[src/rtl/core/jwn_pkg.sv]
package jwn_pkg;

  localparam int unsigned CP_W = 21;

  // Number of result words the queue can hold; two are needed for a single item.
  localparam int unsigned QUEUE_DEPTH = 4;

  localparam logic [CP_W-1:0] FW_ASCII_FIRST  = 21'h00FF01;
  localparam logic [CP_W-1:0] FW_ASCII_LAST   = 21'h00FF5E;
  localparam logic [CP_W-1:0] ASCII_BANG      = 21'h000021;
  localparam logic [CP_W-1:0] IDEO_SPACE      = 21'h003000;
  localparam logic [CP_W-1:0] ASCII_SPACE     = 21'h000020;
  localparam logic [CP_W-1:0] HALF_KANA_FIRST = 21'h00FF66;
  localparam logic [CP_W-1:0] HALF_KANA_LAST  = 21'h00FF9D;
  localparam logic [CP_W-1:0] MINUS_SIGN      = 21'h002212;
  localparam logic [CP_W-1:0] HYPHEN          = 21'h002010;
  localparam logic [CP_W-1:0] NB_HYPHEN       = 21'h002011;
  localparam logic [CP_W-1:0] EN_DASH         = 21'h002013;
  localparam logic [CP_W-1:0] EM_DASH         = 21'h002014;
  localparam logic [CP_W-1:0] ASCII_DASH      = 21'h00002D;
  localparam logic [CP_W-1:0] HALF_COMMA      = 21'h00FF64;
  localparam logic [CP_W-1:0] IDEO_COMMA      = 21'h003001;
  localparam logic [CP_W-1:0] HALF_PERIOD     = 21'h00FF61;
  localparam logic [CP_W-1:0] IDEO_PERIOD     = 21'h003002;
  localparam logic [CP_W-1:0] LEFT_QUOTE      = 21'h002018;
  localparam logic [CP_W-1:0] RIGHT_QUOTE     = 21'h002019;
  localparam logic [CP_W-1:0] APOSTROPHE      = 21'h000027;

  localparam logic [CP_W-1:0] VOICED_HALF     = 21'h00FF9E;
  localparam logic [CP_W-1:0] VOICED_COMB     = 21'h003099;
  localparam logic [CP_W-1:0] VOICED_SPACING  = 21'h00309B;
  localparam logic [CP_W-1:0] SEMI_HALF       = 21'h00FF9F;
  localparam logic [CP_W-1:0] SEMI_COMB       = 21'h00309A;
  localparam logic [CP_W-1:0] SEMI_SPACING    = 21'h00309C;

  localparam logic [CP_W-1:0] KANA_U          = 21'h0030A6;
  localparam logic [CP_W-1:0] KANA_VU         = 21'h0030F4;
  localparam logic [CP_W-1:0] KANA_KA         = 21'h0030AB;
  localparam logic [CP_W-1:0] KANA_CHI        = 21'h0030C1;
  localparam logic [CP_W-1:0] KANA_TSU        = 21'h0030C4;
  localparam logic [CP_W-1:0] KANA_TO         = 21'h0030C8;
  localparam logic [CP_W-1:0] KANA_HA         = 21'h0030CF;
  localparam logic [CP_W-1:0] KANA_HI         = 21'h0030D2;
  localparam logic [CP_W-1:0] KANA_FU         = 21'h0030D5;
  localparam logic [CP_W-1:0] KANA_HE         = 21'h0030D8;
  localparam logic [CP_W-1:0] KANA_HO         = 21'h0030DB;

  typedef struct packed {
    logic [CP_W-1:0] cp;
    logic            last_of_text;
    logic            last_of_run;
  } result_t;

  typedef struct packed {
    logic [1:0] count;
    result_t    first;
    result_t    second;
  } push_t;

  function automatic logic [15:0] half_kana(input logic [5:0] idx);
    logic [15:0] r;
    case (idx)
      6'd0:  r = 16'h30F2;  6'd1:  r = 16'h30A1;  6'd2:  r = 16'h30A3;  6'd3:  r = 16'h30A5;
      6'd4:  r = 16'h30A7;  6'd5:  r = 16'h30A9;  6'd6:  r = 16'h30E3;  6'd7:  r = 16'h30E5;
      6'd8:  r = 16'h30E7;  6'd9:  r = 16'h30C3;  6'd10: r = 16'h30FC;  6'd11: r = 16'h30A2;
      6'd12: r = 16'h30A4;  6'd13: r = 16'h30A6;  6'd14: r = 16'h30A8;  6'd15: r = 16'h30AA;
      6'd16: r = 16'h30AB;  6'd17: r = 16'h30AD;  6'd18: r = 16'h30AF;  6'd19: r = 16'h30B1;
      6'd20: r = 16'h30B3;  6'd21: r = 16'h30B5;  6'd22: r = 16'h30B7;  6'd23: r = 16'h30B9;
      6'd24: r = 16'h30BB;  6'd25: r = 16'h30BD;  6'd26: r = 16'h30BF;  6'd27: r = 16'h30C1;
      6'd28: r = 16'h30C4;  6'd29: r = 16'h30C6;  6'd30: r = 16'h30C8;  6'd31: r = 16'h30CA;
      6'd32: r = 16'h30CB;  6'd33: r = 16'h30CC;  6'd34: r = 16'h30CD;  6'd35: r = 16'h30CE;
      6'd36: r = 16'h30CF;  6'd37: r = 16'h30D2;  6'd38: r = 16'h30D5;  6'd39: r = 16'h30D8;
      6'd40: r = 16'h30DB;  6'd41: r = 16'h30DE;  6'd42: r = 16'h30DF;  6'd43: r = 16'h30E0;
      6'd44: r = 16'h30E1;  6'd45: r = 16'h30E2;  6'd46: r = 16'h30E4;  6'd47: r = 16'h30E6;
      6'd48: r = 16'h30E8;  6'd49: r = 16'h30E9;  6'd50: r = 16'h30EA;  6'd51: r = 16'h30EB;
      6'd52: r = 16'h30EC;  6'd53: r = 16'h30ED;  6'd54: r = 16'h30EF;  6'd55: r = 16'h30F3;
      default: r = 16'h0000;
    endcase
    return r;
  endfunction

  function automatic logic [CP_W-1:0] map_char(input logic [CP_W-1:0] c);
    logic [CP_W-1:0] r;
    logic [CP_W-1:0] off;
    off = c - HALF_KANA_FIRST;
    if (c >= FW_ASCII_FIRST && c <= FW_ASCII_LAST) begin
      r = c - FW_ASCII_FIRST + ASCII_BANG;
    end else if (c == IDEO_SPACE) begin
      r = ASCII_SPACE;
    end else if (c >= HALF_KANA_FIRST && c <= HALF_KANA_LAST) begin
      r = {5'd0, half_kana(off[5:0])};
    end else if (c == MINUS_SIGN || c == HYPHEN || c == NB_HYPHEN || c == EN_DASH ||
                 c == EM_DASH) begin
      r = ASCII_DASH;
    end else if (c == HALF_COMMA) begin
      r = IDEO_COMMA;
    end else if (c == HALF_PERIOD) begin
      r = IDEO_PERIOD;
    end else if (c == LEFT_QUOTE || c == RIGHT_QUOTE) begin
      r = APOSTROPHE;
    end else begin
      r = c;
    end
    return r;
  endfunction

  function automatic logic is_ha_row(input logic [CP_W-1:0] c);
    return c == KANA_HA || c == KANA_HI || c == KANA_FU || c == KANA_HE || c == KANA_HO;
  endfunction

  function automatic logic [CP_W-1:0] apply_mark(input logic [CP_W-1:0] c, input logic semi);
    logic [CP_W-1:0] r;
    r = c;
    if (semi) begin
      if (is_ha_row(c)) r = c + 21'd2;
    end else if (c == KANA_U) begin
      r = KANA_VU;
    end else if (c >= KANA_KA && c <= KANA_CHI && c[0]) begin
      // KA is odd, so the voiceable members of that run are the odd code points.
      r = c + 21'd1;
    end else if (c >= KANA_TSU && c <= KANA_TO && !c[0]) begin
      r = c + 21'd1;
    end else if (is_ha_row(c)) begin
      r = c + 21'd1;
    end
    return r;
  endfunction

endpackage

[src/rtl/core/jwn_char_if.sv]
interface jwn_char_if
  import jwn_pkg::*;
();
  logic            valid;
  logic            ready;
  logic [CP_W-1:0] code_point;
  logic            end_of_text;

  modport source (output valid, output code_point, output end_of_text, input ready);
  modport sink (input valid, input code_point, input end_of_text, output ready);
endinterface

[src/rtl/core/jwn_norm_if.sv]
interface jwn_norm_if
  import jwn_pkg::*;
();
  logic            valid;
  logic            ready;
  logic [CP_W-1:0] out_code_point;
  logic            last_of_text;
  logic            last_of_run;

  modport source (output valid, output out_code_point, output last_of_text,
                  output last_of_run, input ready);
  modport sink (input valid, input out_code_point, input last_of_text,
                input last_of_run, output ready);
endinterface

[src/rtl/core/japanese_width_normalizer.sv]
// Channel     Direction  Payload
// chars       in         code_point[20:0], end_of_text
// normalized  out        out_code_point[20:0], last_of_text, last_of_run
//
// One character word is taken per cycle. It is registered, then mapped and merged with the
// held character, and its zero to two result words enter a four-word queue whose head
// drives the output. The input stalls only while the queue cannot take two more words.
// Synchronous reset empties the queue and clears the held character.
module japanese_width_normalizer
  import jwn_pkg::*;
(
  input  logic       clk,
  input  logic       rst,
  jwn_char_if.sink   chars,
  jwn_norm_if.source normalized
);

  logic            stg_valid;
  logic [CP_W-1:0] stg_cp;
  logic            stg_eot;
  logic [CP_W-1:0] held_char;
  logic            held_valid;

  logic            room;
  logic            fire;
  logic            voiced_mark;
  logic            semi_mark;
  logic            combine;
  logic            emit_prev;
  logic [CP_W-1:0] new_held;
  result_t         prev_res;
  result_t         final_res;
  push_t           push;

  assign fire        = stg_valid && room;
  assign chars.ready = !stg_valid || fire;

  assign voiced_mark = stg_cp == VOICED_HALF || stg_cp == VOICED_COMB ||
                       stg_cp == VOICED_SPACING;
  assign semi_mark   = stg_cp == SEMI_HALF || stg_cp == SEMI_COMB || stg_cp == SEMI_SPACING;
  // A mark with nothing held is treated as an ordinary character.
  assign combine     = (voiced_mark || semi_mark) && held_valid;
  assign emit_prev   = !combine && held_valid;
  assign new_held    = combine ? apply_mark(held_char, semi_mark) : map_char(stg_cp);

  always_comb begin
    prev_res  = '{cp: held_char, last_of_text: 1'b0, last_of_run: !stg_eot};
    final_res = '{cp: new_held, last_of_text: 1'b1, last_of_run: 1'b1};
    push      = '{count: 2'd0, first: prev_res, second: final_res};
    if (fire) begin
      push.count = 2'({1'b0, emit_prev} + {1'b0, stg_eot});
      if (!emit_prev) begin
        push.first = final_res;
      end
    end
  end

  always_ff @(posedge clk) begin
    if (rst) begin
      stg_valid  <= 1'b0;
      held_char  <= '0;
      held_valid <= 1'b0;
    end else begin
      if (chars.valid && chars.ready) begin
        stg_valid <= 1'b1;
      end else if (fire) begin
        stg_valid <= 1'b0;
      end
      if (fire) begin
        held_char  <= stg_eot ? '0 : new_held;
        held_valid <= !stg_eot;
      end
    end
  end

  always_ff @(posedge clk) begin
    if (chars.valid && chars.ready) begin
      stg_cp  <= chars.code_point;
      stg_eot <= chars.end_of_text;
    end
  end

  jwn_result_queue u_queue (
    .clk        (clk),
    .rst        (rst),
    .push       (push),
    .room       (room),
    .normalized (normalized)
  );

endmodule

[src/rtl/core/jwn_result_queue.sv]
module jwn_result_queue
  import jwn_pkg::*;
(
  input  logic        clk,
  input  logic        rst,
  input  push_t       push,
  output logic        room,
  jwn_norm_if.source  normalized
);

  localparam int unsigned PTR_W = $clog2(QUEUE_DEPTH);
  localparam int unsigned CNT_W = $clog2(QUEUE_DEPTH + 1);

  result_t             entries [QUEUE_DEPTH];
  logic [PTR_W-1:0]    wr_ptr;
  logic [PTR_W-1:0]    rd_ptr;
  logic [CNT_W-1:0]    count;
  logic                pop;

  assign pop  = normalized.valid && normalized.ready;
  // Room for the two words one item may produce.
  assign room = count <= CNT_W'(QUEUE_DEPTH - 2);

  assign normalized.valid          = count != '0;
  assign normalized.out_code_point = entries[rd_ptr].cp;
  assign normalized.last_of_text   = entries[rd_ptr].last_of_text;
  assign normalized.last_of_run    = entries[rd_ptr].last_of_run;

  always_ff @(posedge clk) begin
    if (rst) begin
      wr_ptr <= '0;
      rd_ptr <= '0;
      count  <= '0;
    end else begin
      wr_ptr <= wr_ptr + PTR_W'(push.count);
      rd_ptr <= rd_ptr + PTR_W'(pop);
      count  <= count + CNT_W'(push.count) - CNT_W'(pop);
    end
  end

  always_ff @(posedge clk) begin
    if (push.count != 2'd0) begin
      entries[wr_ptr] <= push.first;
    end
    if (push.count == 2'd2) begin
      entries[wr_ptr + PTR_W'(1)] <= push.second;
    end
  end

endmodule

[src/flat_wrapper.sv]
// flat-port wrapper written by rule: the top's interface ports become plain ports
module japanese_width_normalizer_flat import jwn_pkg::*;
  (clk, rst, chars_valid, chars_code_point, chars_end_of_text, chars_ready, normalized_valid, normalized_out_code_point, normalized_last_of_text, normalized_last_of_run, normalized_ready);
  jwn_char_if chars_i ();
  jwn_norm_if normalized_i ();
  input  logic clk;
  input  logic rst;
  input wire logic [$bits(chars_i.valid)-1:0] chars_valid;
  input wire logic [$bits(chars_i.code_point)-1:0] chars_code_point;
  input wire logic [$bits(chars_i.end_of_text)-1:0] chars_end_of_text;
  output wire logic [$bits(chars_i.ready)-1:0] chars_ready;
  output wire logic [$bits(normalized_i.valid)-1:0] normalized_valid;
  output wire logic [$bits(normalized_i.out_code_point)-1:0] normalized_out_code_point;
  output wire logic [$bits(normalized_i.last_of_text)-1:0] normalized_last_of_text;
  output wire logic [$bits(normalized_i.last_of_run)-1:0] normalized_last_of_run;
  input wire logic [$bits(normalized_i.ready)-1:0] normalized_ready;
  assign chars_i.valid = chars_valid;
  assign chars_i.code_point = chars_code_point;
  assign chars_i.end_of_text = chars_end_of_text;
  assign chars_ready = chars_i.ready;
  assign normalized_valid = normalized_i.valid;
  assign normalized_out_code_point = normalized_i.out_code_point;
  assign normalized_last_of_text = normalized_i.last_of_text;
  assign normalized_last_of_run = normalized_i.last_of_run;
  assign normalized_i.ready = normalized_ready;
  japanese_width_normalizer u_core (.clk(clk), .rst(rst), .chars(chars_i), .normalized(normalized_i));
endmodule
[config.mk]
export PLATFORM = sky130hd
export DESIGN_NAME = japanese_width_normalizer_flat
export DESIGN_NICKNAME = d
export VERILOG_FILES = /design/src/rtl/core/jwn_pkg.sv /design/src/rtl/core/jwn_char_if.sv /design/src/rtl/core/jwn_norm_if.sv /design/src/rtl/core/japanese_width_normalizer.sv /design/src/rtl/core/jwn_result_queue.sv /design/src/flat_wrapper.sv
export SDC_FILE = /design/constraint.sdc
export NUM_CORES = 1
export LEC_CHECK = 0
export BUFFER_PORTS_ARGS = -buffer_cell sky130_fd_sc_hd__buf_2
export CAP_MARGIN = 5
export CORE_MARGIN = 8
export CORE_UTILIZATION = 36
export DETAILED_ROUTE_END_ITERATION = 8
export PLACE_DENSITY_LB_ADDON = 0.1
export SYNTH_ARGS = -nofsm -noshare
export SYNTH_HDL_FRONTEND = slang
export SYNTH_SLANG_ARGS = --single-unit
[constraint.sdc]
create_clock -name clk -period 5.85 [get_ports clk]
set_input_delay 1.4625 -clock clk [delete_from_list [all_inputs] [get_ports clk]]
set_output_delay 1.4625 -clock clk [all_outputs]
set_load 0.03 [all_outputs]
==> flow_summary.json <==
{
  "status": "finished, final reports clean",
  "maxSlewViolCount": 0,
  "ios": 51,
  "netlist_area_um2": 9055,
  "synth_area_leaders": "edfxtp_1, dfxtp_1, mux4_2",
  "drt-initial-drc-count": 699,
  "cp.required_ns": 6.05,
  "highest_layer": "met4",
  "skew_ns": 0.01626,
  "place_congestion": 0.8855,
  "dr.pass1.iters": 5,
  "synth_mux_area_frac": 0.06895,
  "fp-row-count": 58,
  "startpoint_type": "register",
  "grt_usage": 0.1839,
  "postCtsSetupRepairBufs": 0,
  "wl_met2_um": 13420,
  "clock_sinks": 144,
  "grt-ovfl-total": 0,
  "core_area_um2": 24960,
  "cp_max_fo": 19,
  "area_delta_synth_final_pct": 11.65,
  "io_buffers": 50,
  "wl_met3_um": 1685,
  "drive_gt1_frac": 0.1752,
  "viasPerCell": 5.925,
  "finalNetCount": 962,
  "ys_top_cells_by_count": "edfxtp_1, nand2_1, nor2_1, o21ai_0, clkbuf_1",
  "synth_compound_area_frac": 0.2198,
  "cts.path.max_buffers": 2,
  "cp-end-kind": "register",
  "vias": 7400,
  "tns_ns": 0,
  "cap_violations": 0,
  "powerDensity_nw_per_um2": 321.1,
  "synth_top_area_share": 0.3515,
  "yosysSeqAreaShare": 0.4355,
  "ys_ff_latch": 144,
  "grt_pass1_vias": 7229,
  "worst_pin_slew_ns": 1.080,
  "postSynthAreaPerCell_um2": 10.22,
  "drcViolationCount": 0,
  "initial_core_util": 0.3627,
  "period_minus_slack_ns": 4.800,
  "p_leak_uw": 0.003518,
  "routedWlPerCell_um": 22.83,
  "synth_top_area_cell": "edfxtp_1",
  "rsz0062_at_grt": "false",
  "synthAdderAreaFrac": 0.04228,
  "r2r_slack_ns": 1.05,
  "synth_top_family_by_area": "compound AO/OA/AOI/OAI gates",
  "arrival_ns": 5.00,
  "numCtsBuffers": 17,
  "ys_types": 97,
  "synth.most_common_cell": "edfxtp_1",
  "ys_warn_count": 0,
  "slew_headroom": 0.2775,
  "ys.flop_type": "edfxtp_1",
  "clock.fmax_mhz": 208.3,
  "hpwl_um": 20640,
  "clk_pin_slew_worst_paths_ns": 0.07,
  "nFillCells": 2480,
  "ir_drop_mv": 0.1540,
  "synth-simple-area-share": 0.1752,
  "hold_path.class": "reg -> reg",
  "met1Wirelength_um": 12890,
  "synth_xor_area_frac": 0.01161,
  "fp.dieW_um": 174.6,
  "synth-edff-count": 106,
  "setup_viol": 0,
  "postCtsHoldBufs": 0,
  "crit_type": "reg -> reg",
  "diodes": 0,
  "clock_latency_ns": 0.43,
  "async_reset_ff_frac": 0,
  "die_area_um2": 30480,
  "synthesis.nets": 942,
  "finalCritPeriodShare": 0.8205,
  "antenna_found_initial": 0,
  "cts_tree": "yes",
  "grt_max_degree": 32,
  "cts_max_level": 4,
  "cts-root-buf": "clkbuf_16",
  "cts_resized": 0,
  "hold_viol": 0,
  "synth_cells": 886,
  "ant_nets": 0,
  "die_h_um": 174.6,
  "wl_um": 28510,
  "whs_ns": 0.4679,
  "grt_pass1_wl_um": 44070
}
where the power goes:
part	switching [uW]	total [uW]	internal [uW]
combinational	534	864	330
clock	524	1100	578
sequential	105	1280	1180
through the flow:
step | setup WS (ns) | std cells | area, um2 | power, uW | utilization
finish | 1.050 | 1249 | 10110 | 3246 | 0.4050
global route | 0.6740 | 1249 | 10110 | 3399 | 0.4050
CTS | 1.012 | 1249 | 10110 | 3278 | 0.4050
detailed placement | 1.032 | 1217 | 9505 | 2174 | 0.3808
global placement | 1.182 | 1217 | 9505 | 2177 | 0.3808
floorplan | 1.813 | 886 | 9055 | 1921 | -
state kept, by name, summed over array words and instances (netlist names), 2 cells and up:
| register | flops |
|---|---|
| u_core.u_queue.entries | 92 |
| u_core.held_char | 21 |
| u_core.u_queue.wr_ptr | 2 |
| u_core.u_queue.rd_ptr | 2 |
| u_core.stg_cp | 21 |
| u_core.u_queue.count | 3 |
area by class of cell:
cell class	count	area [um2]	share of cell area
repair buffers	66	370.4	0.03663
inverters	23	86.33	0.008540
clock buffers	17	425.4	0.04208
clock inverters	15	178.9	0.01770
well taps	330	412.9	0.04084
flip-flops and latches	144	3944	0.3901
multi-input cells	654	4692	0.4641
metal layers:
layer	up-vias	GRT usage
met1	3627	0.2486
met5	-	0
met3	39	0.03216
li1	3466	-
met4	0	0.05334
met2	268	0.2973
critical path: stages (launching register included):
cell	delay (ns)
edfxtp_1	0.71
inv_1	0.29
ha_1	0.39
mux2_1	0.32
and4_1	0.27
o31a_2	0.41
nor2_1	0.19
ha_1	0.34
o21ai_1	0.27
nor3_1	0.08
buf_4	0.21
nor2_1	0.31
inv_1	0.47
buf_4	0.32
final timing paths:
path	depth (start not counted)	end	from
min	1	u_core.u_queue.entries[2][0]	u_core.u_queue.entries[2][0]
max	13	u_core.u_queue.entries[0][9]	u_core.stg_cp[0]
max reg2reg	13	u_core.u_queue.entries[0][9]	u_core.stg_cp[0]
min reg2reg	1	u_core.u_queue.entries[2][0]	u_core.u_queue.entries[2][0]
placed cells by master (no fill, tap or decap), types with 7 or more instances in the layout:
cell / synthesis / final
buf_4: 2 / 16
ha_1: 29 / 29
o21a_1: 9 / 9
mux4_2: 23 / 23
a22oi_1: 14 / 14
mux2i_1: 7 / 7
nor2_1: 66 / 65
clkbuf_16: 0 / 17
o21ai_0: 50 / 50
o22ai_1: 8 / 8
nand3_1: 16 / 16
nand2b_1: 9 / 9
a31oi_1: 8 / 8
buf_2: 8 / 50
a22o_1: 32 / 32
nor3_1: 18 / 18
or3_1: 10 / 10
a21oi_1: 31 / 31
o211ai_1: 8 / 8
o21ai_1: 34 / 34
and2_1: 7 / 7
nand2_1: 91 / 91
and3_1: 9 / 9
inv_1: 23 / 23
o31ai_1: 7 / 7
nor4_1: 7 / 7
nand4_1: 11 / 11
dfxtp_1: 38 / 38
nor2b_1: 8 / 8
edfxtp_1: 106 / 106
xnor2_1: 8 / 8
and4_1: 8 / 8
logic make-up after synthesis:
family,after synthesis
xor+xnor,12
mux,33
flops,144
simple gates,304
compound gates,275
buf+inv,88
fa+ha+maj,30
No activity file was read; power rests on OpenSTA's default activity.
